`src/rtl/core/kstb_pkg.sv`:
```
// ----------------------------------------------------------------------------
// kstb_pkg
// Shared types and constants for the keyed software timer bank.
// ----------------------------------------------------------------------------
package kstb_pkg;

  localparam int SLOT_COUNT_DEF = 16;

  localparam int KEY_W  = 16;
  localparam int MS_W   = 32;
  localparam int INC_W  = 16;
  localparam int REQ_W  = 2;

  localparam logic [INC_W-1:0] TICK_RESET = 16'd10;

  // request codes; code 3 is unused: it leaves the table as is and returns an all-zero result
  localparam logic [REQ_W-1:0] REQ_TICK    = 2'd0;
  localparam logic [REQ_W-1:0] REQ_CHECK   = 2'd1;
  localparam logic [REQ_W-1:0] REQ_DESTROY = 2'd2;

  typedef struct packed {
    logic [REQ_W-1:0] req_type;
    logic [KEY_W-1:0] timer_key;
    logic [MS_W-1:0]  target_ms;
  } in_item_t;

  typedef struct packed {
    logic            expired;
    logic [MS_W-1:0] elapsed_ms;
    logic            table_full;
  } out_item_t;

  // controller -> datapath
  typedef struct packed {
    logic load_item;   // latch the accepted transaction, clear search state
    logic scan_rd;     // read slot memories at scan index
    logic scan_proc;   // process data read in the previous cycle
    logic commit;      // update table and load the output register
  } ctl_cmd_t;

  // datapath -> controller
  typedef struct packed {
    logic out_free;    // output register can take a result this cycle
  } dp_status_t;

endpackage

```
`src/rtl/core/kstb_ctrl.sv`:
```
// ----------------------------------------------------------------------------
// kstb_ctrl
// Sequencer: accepts one transaction, sweeps all slots, then commits.
// ----------------------------------------------------------------------------
module kstb_ctrl
  import kstb_pkg::*;
#(
  parameter int SLOT_COUNT = SLOT_COUNT_DEF,
  localparam int CNTW = $clog2(SLOT_COUNT + 1)
) (
  input  logic            clk,
  input  logic            rst_n,
  input  logic            in_valid,
  output logic            in_stall,
  input  dp_status_t      status,
  output ctl_cmd_t        cmd,
  output logic [CNTW-1:0] scan_idx
);

  typedef enum logic [2:0] {
    S_IDLE = 3'b001,
    S_SCAN = 3'b010,
    S_DONE = 3'b100
  } state_t;

  state_t          state_r, state_nxt;
  logic [CNTW-1:0] cnt_r, cnt_nxt;
  logic            scan_end;

  assign scan_end = (cnt_r == CNTW'(SLOT_COUNT));
  assign scan_idx = cnt_r;

  always_comb begin
    state_nxt = state_r;
    cnt_nxt   = cnt_r;
    cmd       = '0;
    in_stall  = 1'b1;
    case (state_r)
      S_IDLE: begin
        in_stall = 1'b0;
        if (in_valid) begin
          cmd.load_item = 1'b1;
          cnt_nxt       = '0;
          state_nxt     = S_SCAN;
        end
      end
      S_SCAN: begin
        // each slot read is processed in the cycle after it
        cmd.scan_rd   = !scan_end;
        cmd.scan_proc = (cnt_r != '0);
        cnt_nxt       = cnt_r + CNTW'(1);
        if (scan_end) begin
          state_nxt = S_DONE;
        end
      end
      S_DONE: begin
        if (status.out_free) begin
          cmd.commit = 1'b1;
          state_nxt  = S_IDLE;
        end
      end
      default: begin
        state_nxt = S_IDLE;
      end
    endcase
  end

  always_ff @(posedge clk) begin
    if (!rst_n) begin
      state_r <= S_IDLE;
      cnt_r   <= '0;
    end else begin
      state_r <= state_nxt;
      cnt_r   <= cnt_nxt;
    end
  end

endmodule

```
`src/rtl/core/kstb_dp.sv`:
```
// ----------------------------------------------------------------------------
// kstb_dp
// Slot storage, key search, saturating tick update and result register.
// ----------------------------------------------------------------------------
module kstb_dp
  import kstb_pkg::*;
#(
  parameter int SLOT_COUNT = SLOT_COUNT_DEF,
  localparam int CNTW = $clog2(SLOT_COUNT + 1),
  localparam int IDXW = (SLOT_COUNT > 1) ? $clog2(SLOT_COUNT) : 1
) (
  input  logic             clk,
  input  logic             rst_n,
  input  logic             cfg_wr_en,
  input  logic [INC_W-1:0] cfg_wr_data,
  input  in_item_t         in_data,
  input  ctl_cmd_t         cmd,
  input  logic [CNTW-1:0]  scan_idx,
  output dp_status_t       status,
  output logic             out_valid,
  input  logic             out_stall,
  output out_item_t        out_data
);

  logic [KEY_W-1:0] key_mem [SLOT_COUNT];
  logic [MS_W-1:0]  el_mem  [SLOT_COUNT];

  logic [SLOT_COUNT-1:0] valid_r;
  logic [INC_W-1:0]      tick_inc_r;
  in_item_t              item_r;

  logic [KEY_W-1:0] key_rd_r;
  logic [MS_W-1:0]  el_rd_r;
  logic [IDXW-1:0]  proc_idx_r;

  logic             hit_r, free_r;
  logic [IDXW-1:0]  hit_idx_r, free_idx_r;
  logic [MS_W-1:0]  hit_el_r;

  logic             out_valid_r;
  out_item_t        out_data_r;

  logic             proc_valid;
  logic [MS_W:0]    sum;
  logic [MS_W-1:0]  sat_sum;
  logic             el_wr_en;
  logic [IDXW-1:0]  el_wr_idx;
  logic [MS_W-1:0]  el_wr_data;
  logic             take_slot;
  out_item_t        result;

  assign proc_valid = valid_r[proc_idx_r];
  assign sum        = {1'b0, el_rd_r} + {{(MS_W + 1 - INC_W){1'b0}}, tick_inc_r};
  assign sat_sum    = sum[MS_W] ? {MS_W{1'b1}} : sum[MS_W-1:0];

  // new key goes into the first free slot
  assign take_slot = cmd.commit && (item_r.req_type == REQ_CHECK) && !hit_r && free_r;

  always_comb begin
    el_wr_en   = 1'b0;
    el_wr_idx  = proc_idx_r;
    el_wr_data = sat_sum;
    if (take_slot) begin
      el_wr_en   = 1'b1;
      el_wr_idx  = free_idx_r;
      el_wr_data = '0;
    end else if (cmd.scan_proc && (item_r.req_type == REQ_TICK) && proc_valid) begin
      el_wr_en = 1'b1;
    end
  end

  always_comb begin
    result = '0;
    if (item_r.req_type == REQ_CHECK) begin
      if (hit_r) begin
        result.elapsed_ms = hit_el_r;
      end else begin
        result.table_full = !free_r;
      end
      result.expired = (result.elapsed_ms >= item_r.target_ms);
    end
  end

  // slot memories: one read and one write port each
  always_ff @(posedge clk) begin
    if (cmd.scan_rd) begin
      key_rd_r   <= key_mem[scan_idx[IDXW-1:0]];
      el_rd_r    <= el_mem[scan_idx[IDXW-1:0]];
      proc_idx_r <= scan_idx[IDXW-1:0];
    end
    if (el_wr_en) begin
      el_mem[el_wr_idx] <= el_wr_data;
    end
    if (take_slot) begin
      key_mem[free_idx_r] <= item_r.timer_key;
    end
  end

  // transaction and search trackers
  always_ff @(posedge clk) begin
    if (cmd.load_item) begin
      item_r <= in_data;
    end
    if (cmd.load_item) begin
      hit_r  <= 1'b0;
      free_r <= 1'b0;
    end else if (cmd.scan_proc) begin
      if (proc_valid && (key_rd_r == item_r.timer_key) && !hit_r) begin
        hit_r     <= 1'b1;
        hit_idx_r <= proc_idx_r;
        hit_el_r  <= el_rd_r;
      end
      if (!proc_valid && !free_r) begin
        free_r     <= 1'b1;
        free_idx_r <= proc_idx_r;
      end
    end
    if (cmd.commit) begin
      out_data_r <= result;
    end
  end

  always_ff @(posedge clk) begin
    if (!rst_n) begin
      valid_r     <= '0;
      tick_inc_r  <= TICK_RESET;
      out_valid_r <= 1'b0;
    end else begin
      if (cfg_wr_en) begin
        tick_inc_r <= cfg_wr_data;
      end
      if (take_slot) begin
        valid_r[free_idx_r] <= 1'b1;
      end else if (cmd.commit && (item_r.req_type == REQ_DESTROY) && hit_r) begin
        valid_r[hit_idx_r] <= 1'b0;
      end
      if (cmd.commit) begin
        out_valid_r <= 1'b1;
      end else if (!out_stall) begin
        out_valid_r <= 1'b0;
      end
    end
  end

  assign status.out_free = !out_valid_r || !out_stall;
  assign out_valid       = out_valid_r;
  assign out_data        = out_data_r;

endmodule

```
`src/rtl/core/keyed_software_timer_bank.sv`:
```
// ----------------------------------------------------------------------------
// keyed_software_timer_bank
// Table of keyed elapsed-time counters with tick, check and destroy requests.
// ----------------------------------------------------------------------------
// Transactions: one at a time; a new request is accepted only after the
//   previous result has been committed to the output register. The sweep
//   covers one slot per cycle over the key and count memories.
// Reset: synchronous, active low; clears slot valid bits, the output valid and
//   loads tick_increment with 10. No clearing pass over the memories.
// ----------------------------------------------------------------------------
module keyed_software_timer_bank
  import kstb_pkg::*;
#(
  parameter int SLOT_COUNT = SLOT_COUNT_DEF
) (
  input  logic             clk,
  input  logic             rst_n,
  // configuration: tick_increment
  input  logic             cfg_wr_en,
  input  logic [INC_W-1:0] cfg_wr_data,
  // request channel
  input  logic             in_valid,
  output logic             in_stall,
  input  in_item_t         in_data,
  // result channel
  output logic             out_valid,
  input  logic             out_stall,
  output out_item_t        out_data
);

  localparam int CNTW = $clog2(SLOT_COUNT + 1);

  // Controller walks scan_idx from 0 to SLOT_COUNT; the datapath reads slot i
  // on one cycle and evaluates it on the next (registered memory read). Ticks
  // write back the saturated count in that evaluating cycle. Checks and destroys
  // track the first valid key match and the first free slot; the table and
  // the result register are updated in one commit cycle once the output
  // register is free. A pending result holds only the next commit, not its scan.
  ctl_cmd_t        cmd;
  dp_status_t      status;
  logic [CNTW-1:0] scan_idx;

  kstb_ctrl #(
    .SLOT_COUNT (SLOT_COUNT)
  ) u_ctrl (
    .clk      (clk),
    .rst_n    (rst_n),
    .in_valid (in_valid),
    .in_stall (in_stall),
    .status   (status),
    .cmd      (cmd),
    .scan_idx (scan_idx)
  );

  kstb_dp #(
    .SLOT_COUNT (SLOT_COUNT)
  ) u_dp (
    .clk         (clk),
    .rst_n       (rst_n),
    .cfg_wr_en   (cfg_wr_en),
    .cfg_wr_data (cfg_wr_data),
    .in_data     (in_data),
    .cmd         (cmd),
    .scan_idx    (scan_idx),
    .status      (status),
    .out_valid   (out_valid),
    .out_stall   (out_stall),
    .out_data    (out_data)
  );

endmodule

```
`config.mk`:
```
export PLATFORM = sky130hd
export DESIGN_NAME = keyed_software_timer_bank
export DESIGN_NICKNAME = d
export VERILOG_FILES = /design/src/rtl/core/kstb_pkg.sv /design/src/rtl/core/kstb_ctrl.sv /design/src/rtl/core/kstb_dp.sv /design/src/rtl/core/keyed_software_timer_bank.sv
export SDC_FILE = /design/constraint.sdc
export NUM_CORES = 1
export LEC_CHECK = 0
export ABC_AREA = 1
export BUFFER_PORTS_ARGS = -buffer_cell sky130_fd_sc_hd__buf_4
export CORE_AREA = 2 2 302 304
export DETAILED_ROUTE_END_ITERATION = 7
export DIE_AREA = 0 0 304 306
export HOLD_SLACK_MARGIN = 0.03
export SETUP_SLACK_MARGIN = 0.2
export SLEW_MARGIN = 20
export SYNTH_ARGS = -nofsm -noshare
export SYNTH_HDL_FRONTEND = slang
export SYNTH_SLANG_ARGS = --single-unit
```
`constraint.sdc`:
```
create_clock -name clk -period 3.9 [get_ports clk]
set_input_delay 0.195 -clock clk [delete_from_list [all_inputs] [get_ports clk]]
set_output_delay 0.195 -clock clk [all_outputs]
set_load 0.02 [all_outputs]
```
==> summary.md, run 1 <==
| Metric | Value |
|---|---|
| Finished Cell Area | 46900 µm² |
| Core footprint | 89600 µm² |
| Hold Path Depth | 2 |
| Distinct cells, synth | 46 |
| Share of layout cells above drive strength 1 | 11.4% |
| Fin util | 52.3% |
| Die area | 93000 µm² |
| Placer congestion estimate | 0.945 |
| Final setup vio count | 0 |
| Startpoint types | flip-flop |
| Mean Syn Cell Area | 12.3 µm² |
| GRT overflow | 0 |
| RSZ-0062 raised after global routing | no |
| Worst Hold Slack | 0.251 ns |
| CTS max path bufs | 3 |
| Netlist Area Pre-Place | 40200 µm² |
| Nets | 3594 |
| #FFs+latches synth | 987 |
| Critical Path AT | 3.78 ns |
| Synth Instances | 3264 |
| Yosys warning total | 0 |
| VDD IR-drop max | 0.326 mV |
| Cell count of the worst reg-to-reg path | 8 |
| Vias in the first global route | 25100 |
| DR WL/cell | 22.3 µm |
| Placed insts | 4459 |
| Number of CTS-inserted buffers | 98 |
| Fin worst setup slack | 0.437 ns |
| Setup Skew | 0.0170 ns |
| Fin cells | 4730 |
| Initial antenna violation count | 3 |
| Leak | 16.7 nW |
| Post-CTS Setup Bufs | 0 |
| Max cap viols | 0 |
| H-tree depth | 3 |
| Syn Nets | 3386 |
| Io pins | 107 |
| Seq/Total Area, Yosys | 72.6% |
| CTS root buffer | clkbuf_16 |
| Worst hold path class | in2reg |
| DRC Markers | 0 |
| Pre-CTS setup slack | 0.454 ns |
| Slew Viols, Final | 0 |
| Worst-Margin Slew | 1.14 ns |
| Status | completed |
| FF-to-FF Start | u_dp.el_rd_r[14] |
| F_max | 0.289 GHz |
| Sequential cell area | 29200 µm² |
| R2R setup slack | 0.44 ns |
| CTS Sinks | 987 |
| CTS clock-pin slew for the worst setup and hold paths | 0.07 ns |
| CP Data Required Time | 4.21 ns |
| Async SR Flop Fraction | 0% |
| Die Y | 306 µm |
| Crit Path Class | reg2reg |
| Total Routing Usage GR | 22.4% |
| Primary FF master, synth | edfxtp_1 |
| DR iter-0 viols | 2882 |
| Starting Density | 44.9% |
| Tot Pwr | 22.0 mW |
| Die Width | 304 µm |
| Clk_lat worst skew | 0.67 ns |
| Tcrit/Tclk final | 88.8% |
| Minimum clock period | 3.46 ns |
| Port Buffers | 106 |
| DPL Wire Length | 57.6 mm |
| N_diodes | 0 |
| Detailed Route WL | 106 mm |
| Cell row count | 110 |
| Layout Area Growth over Synthesis | 16.6% |
| Setup crit end kind | flip-flop |
| Pwr/cell area | 470 nW/µm² |
| End of the critical path | u_dp.el_mem[6][15] |
| TritonRoute pass-1 iters | 6 |
| First-pass GRT wire length | 158 mm |
| EDFF count, synth | 944 |
| CTS tree | yes |
| FILL cells | 7558 |
| Slew margin rel. | 24.3% |
| Critical Path Fanout Max | 16 |
| Vias/cell | 5.59 |
| Crit path from | u_dp.el_rd_r[14] |
| Placed inst area | 42800 µm² |
| Post-route antenna net violation count | 0 |
| Pin count of the biggest net entering global routing | 210 |
| Sum of negative setup slack | 0 ns |
| RR Endpoint | u_dp.el_mem[6][15] |
| Final hold violations | 0 |
| Via count | 26500 |
| Area of the multi-input gates | 9680 µm² |
area by class of cell:
cell class                 instances  area share [%]
sequential                       987            62.3
inverter                         212            1.72
multi-input combinational       1891            20.7
clock inverter                    54            1.00
tap                             1176            3.14
timing repair buffer             282            5.53
clock buffer                     128            5.63
registers in the layout, summed over array words and instances (netlist names):
name / count
u_dp.tick_inc_r: 16
u_dp.valid_r: 16
u_dp.el_rd_r: 32
u_dp.key_mem: 256
u_dp.free_r: 1
u_ctrl.state_r: 3
u_dp.out_valid: 1
u_dp.el_mem: 512
u_dp.item_r: 50
u_dp.hit_el_r: 32
u_dp.out_data: 34
u_dp.hit_idx_r: 4
u_dp.free_idx_r: 4
u_ctrl.scan_idx: 5
u_dp.hit_r: 1
u_dp.key_rd_r: 16
u_dp.proc_idx_r: 4
critical path, stage by stage, from the launching register on:
cell	delay, ns
edfxtp_1	0.42
ha_1	0.41
nand2_1	0.12
o21ai_0	0.34
a21oi_1	0.09
nand2_2	0.12
nand3_2	0.43
buf_4	0.34
a21oi_1	0.84
synth_stat cells, drive strengths merged (11+ instances only):
library cell / number / area, µm²
edfxtp: 944 / 28300
o21ai: 415 / 2080
nand3: 135 / 686
dfxtp: 43 / 861
inv: 210 / 788
buf: 64 / 324
a221oi: 11 / 103
nor3: 24 / 141
nor2: 552 / 2110
clkbuf: 110 / 413
a21oi: 57 / 293
xnor2: 14 / 123
nand2: 374 / 1410
o22ai: 120 / 751
ha: 50 / 626
o221ai: 74 / 648
o211ai: 25 / 188
worst min path at each step:
stage | start | slack [ns] | end
finish | in_data[35] | 0.25 | u_dp.item_r[35]
floorplan | in_data[0] | 0.29 | u_dp.item_r[0]
detailed placement | in_data[14] | 0.37 | u_dp.item_r[14]
global placement | in_data[34] | 0.37 | u_dp.item_r[34]
global route | in_data[21] | 0.24 | u_dp.item_r[21]
CTS | in_data[21] | 0.21 | u_dp.item_r[21]
routing by layer:
metal,global-route usage (%),up-vias,routed length (µm)
met5,0,-,9
li1,-,12200,-
met1,33.1,13000,46900
met4,6.07,2,2080
met3,3.55,131,9250
met2,34.6,1135,47400
cell usage in the layout (no fill, tap or decap), drive strengths merged, types with 50 or more instances in the layout:
master,n
a21oi,57
buf,194
clkbuf,128
dlygate4sd3,88
edfxtp,944
ha,50
inv,215
nand2,374
nand3,135
nor2,552
o21ai,415
o221ai,74
o22ai,120
logic make-up (layout without fill, tap and decap cells):
family | after synthesis | count (layout) | share of synthesized area (%)
AO/OA/AOI/OAI | 718 | 718 | 10.4
buffers and inverters | 386 | 676 | 3.81
AND/OR/NAND/NOR | 1101 | 1101 | 11.1
flip-flops | 987 | 987 | 72.6
XOR/XNOR | 21 | 21 | 0.457
adder cells (fa/ha/maj) | 51 | 51 | 1.61
where the power goes:
group / switching [mW] / leakage, nW / internal, mW / total [mW]
registers: 0.0922 / 8.84 / 11.8 / 11.9
logic: 0.675 / 6.34 / 0.320 / 0.995
clock network: 3.96 / 1.50 / 5.18 / 9.14
timing repair:
| item | CTS | global route |
|---|---|---|
| endpoints found under the setup margin | 0 | 48 |
| gates resized for setup | 0 | 3 |
| hold buffers | 88 | 0 |
| endpoints found under the hold margin | 75 | 0 |
(Power assumes the default switching activity.)
==> run 2: changes to the inputs <==
PLACE_DENSITY_LB_ADDON = 0.3   (was unset)
==> run 2 against run 1 <==
  * Clock skew increased by 0.015 ns
  * Register-to-register slack improved by 0.30 ns
  * Cell count increased by 0.38%
  * Critical path depth rose by 1
  * Global-route usage down 0.39 points
  * Routed wire length down 1.8%
  * Design area increased by 0.18%
  * Total power grew 1.2%
  * Utilization up 0.094 points
  * Via count is 0.22% higher
  * Fmax up 9.3%
  * First-iteration DRC count is 2.0% higher
  * Critical endpoint is now u_dp.el_mem[15][7]
  * Largest cell class unchanged
==> summary.md, run 2 (same netlist as run 1, synthesis figures left out) <==
| Metric | Value |
|---|---|
| FF-to-FF Start | u_dp.el_rd_r[12] (was u_dp.el_rd_r[14]) |
| DR iter-0 viols | 2941 (was 2882) |
| Die Y | 306 µm (unchanged) |
| Final setup vio count | 0 (unchanged) |
| Critical Path AT | 3.48 ns (was 3.78 ns) |
| Via count | 26500 (about the same) |
| Die Width | 304 µm (unchanged) |
| Placer congestion estimate | 0.956 (was 0.945) |
| Leading cell type in the layout, fill and taps excluded | edfxtp_1 (unchanged) |
| Worst path top cell family by delay | simple AND/OR/NAND/NOR gates (was compound AO/OA/AOI/OAI gates) |
| Post-route antenna net violation count | 0 (unchanged) |
| Sw frac | 21.5% (about the same) |
| Max cap viols | 0 (unchanged) |
| Layout Area Growth over Synthesis | 16.8% (was 16.6%) |
| DRC Markers | 0 (unchanged) |
| CP peak stage delay | 0.93 ns (was 0.84 ns) |
| Hold Startpoint | in_data[4] (was in_data[35]) |
| CTS clock-pin slew for the worst setup and hold paths | 0.06 ns (was 0.07 ns) |
| Most frequent cells in the layout | edfxtp_1 (944), nor2_1 (513), o21ai_0 (414), nand2_1 (372), inv_1 (207) (was edfxtp_1 (944), nor2_1 (512), o21ai_0 (414), nand2_1 (372), inv_1 (207)) |
| Total Routing Usage GR | 22.0% (was 22.4%) |
| Slew margin rel. | 28.0% (was 24.3%) |
| CP most frequent cell | nand2_1 (was a21oi_1) |
| Detailed Route WL | 104 mm (was 106 mm) |
| Fin cells | 4748 (was 4730) |
| Final hold violations | 0 (unchanged) |
| Clk pwr share | 42.0% (was 41.5%) |
| Starting Density | 44.9% (unchanged) |
| Pwr/cell area | 475 nW/µm² (was 470 nW/µm²) |
| Crit Path Class | reg2reg (unchanged) |
| Crit path from | u_dp.el_rd_r[12] (was u_dp.el_rd_r[14]) |
| Slowest CP cell | a21oi_1 (unchanged) |
| CTS tree | yes (unchanged) |
| Worst-Margin Slew | 1.08 ns (was 1.14 ns) |
| Setup crit end kind | flip-flop (unchanged) |
| Initial antenna violation count | 5 (was 3) |
| GRT overflow | 0 (unchanged) |
| Sum of negative setup slack | 0 ns (unchanged) |
| Slew Viols, Final | 0 (unchanged) |
| Post-CTS sizing | 0 (unchanged) |
| Critical Path Fanout Max | 16 (unchanged) |
| Switch Pwr | 4.79 mW (was 4.73 mW) |
| F_max | 0.316 GHz (was 0.289 GHz) |
| Placed insts | 4469 (was 4459) |
| Sequential share of power | 53.3% (was 54.0%) |
| DR WL/cell | 21.8 µm (was 22.3 µm) |
| GRT met3 Usage | 4.26% (was 3.55%) |
| First-pass GRT wire length | 156 mm (was 158 mm) |
| Setup Skew | 0.0320 ns (was 0.0170 ns) |
| CTS max path bufs | 3 (unchanged) |
| Cell row count | 110 (unchanged) |
| Biggest regs | u_dp.el_mem x512, u_dp.key_mem x256, u_dp.item_r x50 (unchanged) |
| Startpoint types | flip-flop (unchanged) |
| Port Buffers | 106 (unchanged) |
| M1 GR Usage | 31.8% (was 33.1%) |
| Max reg flops | 512 (unchanged) |
| Leak | 16.8 nW (was 16.7 nW) |
| Nets | 3606 (was 3594) |
| Comb pwr share | 4.6% (was 4.5%) |
| Vias/cell | 5.58 (was 5.59) |
| Tcrit/Tclk final | 81.2% (was 88.8%) |
| Crit path cell chain | ha_1, nand2_1, nor2_1, nand2_1, inv_1, nand2_1, nand2_2, nand3_2, a21oi_1 (was ha_1, nand2_1, o21ai_0, a21oi_1, nand2_2, nand3_2, buf_4, a21oi_1) |
| CP Data Required Time | 4.22 ns (was 4.21 ns) |
| Worst hold path class | in2reg (unchanged) |
| Internal Power | 17.5 mW (was 17.3 mW) |
| FILL cells | 7452 (was 7558) |
| Status | completed (unchanged) |
| CTS root buffer | clkbuf_16 (unchanged) |
| Core footprint | 89600 µm² (unchanged) |
| H-tree depth | 3 (unchanged) |
| RSZ-0062 raised after global routing | no (unchanged) |
| Vias in the first global route | 25400 (was 25100) |
| Register with the most flip-flops | u_dp.el_mem (unchanged) |
| CTS Sinks | 987 (unchanged) |
| Layer with the highest usage | met2 (unchanged) |
| Die area | 93000 µm² (unchanged) |
| Number of CTS-inserted buffers | 101 (was 98) |
| VDD IR-drop max | 0.357 mV (was 0.326 mV) |
| Share of layout cells above drive strength 1 | 11.4% (about the same) |
| Pin count of the biggest net entering global routing | 187 (was 210) |
| Clk_lat worst skew | 0.68 ns (was 0.67 ns) |
| Met2 usage | 34.3% (was 34.6%) |
| Io pins | 107 (unchanged) |
| Buf/Inv on CP | 1 (unchanged) |
| TritonRoute pass-1 iters | 6 (unchanged) |
| DPL Wire Length | 59.3 mm (was 57.6 mm) |
| Minimum clock period | 3.17 ns (was 3.46 ns) |
-- run 2: power groups by stage --
stage | combinational (mW) | sequential, mW | clock [mW]
floorplan | 0.555 | 12.1 | 0
CTS | 1.03 | 11.9 | 9.51
detailed placement | 0.948 | 12.1 | 0
global placement | 0.941 | 12.1 | 0
finish | 1.03 | 11.9 | 9.37
global route | 1.14 | 11.9 | 9.94
-- run 2: per-stage QoR --
stage	setup slack, ns	cell area [µm²]	hold WS, ns	utilization, %	total power, mW
2_1_floorplan	0.281	40200	0.294	-	12.6
3_3_place_gp	0.617	42900	0.374	47.8	13.1
3_5_place_dp	0.795	42900	0.374	47.8	13.1
4_1_cts	0.775	47000	0.204	52.4	22.4
5_1_grt	0.518	47000	0.233	52.4	23.0
6_report	0.732	47000	0.240	52.4	22.3
-- run 2: final cells by class --
type,count,area (µm²),area share (%)
Sequential cell,987,29200,62.2
Multi-Input combinational cell,1891,9660,20.6
Clock buffer,125,2650,5.64
Timing Repair Buffer,291,2590,5.52
Tap cell,1176,1470,3.13
Inverter,212,806,1.72
Clock inverter,62,566,1.20
Antenna cell,4,10.0,0.0213
-- run 2: what timing repair did --
action | 4_1_cts | 5_1_grt
hold buffers | 88 | 0
buffers inserted | 0 | 0
hold endpoints to repair | 75 | 0
-- run 2: worst register-to-register path: cells and delay by family, from the launching register on --
family	cells	cell delay [ns]
fa+ha+maj	1	0.43
flops	1	0.41
buf+inv	1	0.06
simple gates	6	0.97
compound gates	1	0.93
-- run 2: path summary, 6_finish.rpt --
kind                                            to  slack, ns  cells past startpoint
worst max-delay path            u_dp.el_mem[15][7]       0.73                      9
worst min-delay path                u_dp.item_r[4]       0.24                      2
worst max register to register  u_dp.el_mem[15][7]       0.73                      9
worst min register to register    u_dp.hit_el_r[8]       0.46                      0
-- run 2: metal layers --
| layer | up-vias | part of all wire (%) | wire length [µm] |
|---|---|---|---|
| li1 | 12200 | - | - |
| met1 | 13000 | 44 | 45600 |
| met2 | 1112 | 45 | 47000 |
| met3 | 157 | 8.5 | 8820 |
| met4 | 2 | 2.1 | 2140 |
| met5 | - | 0.015 | 16 |
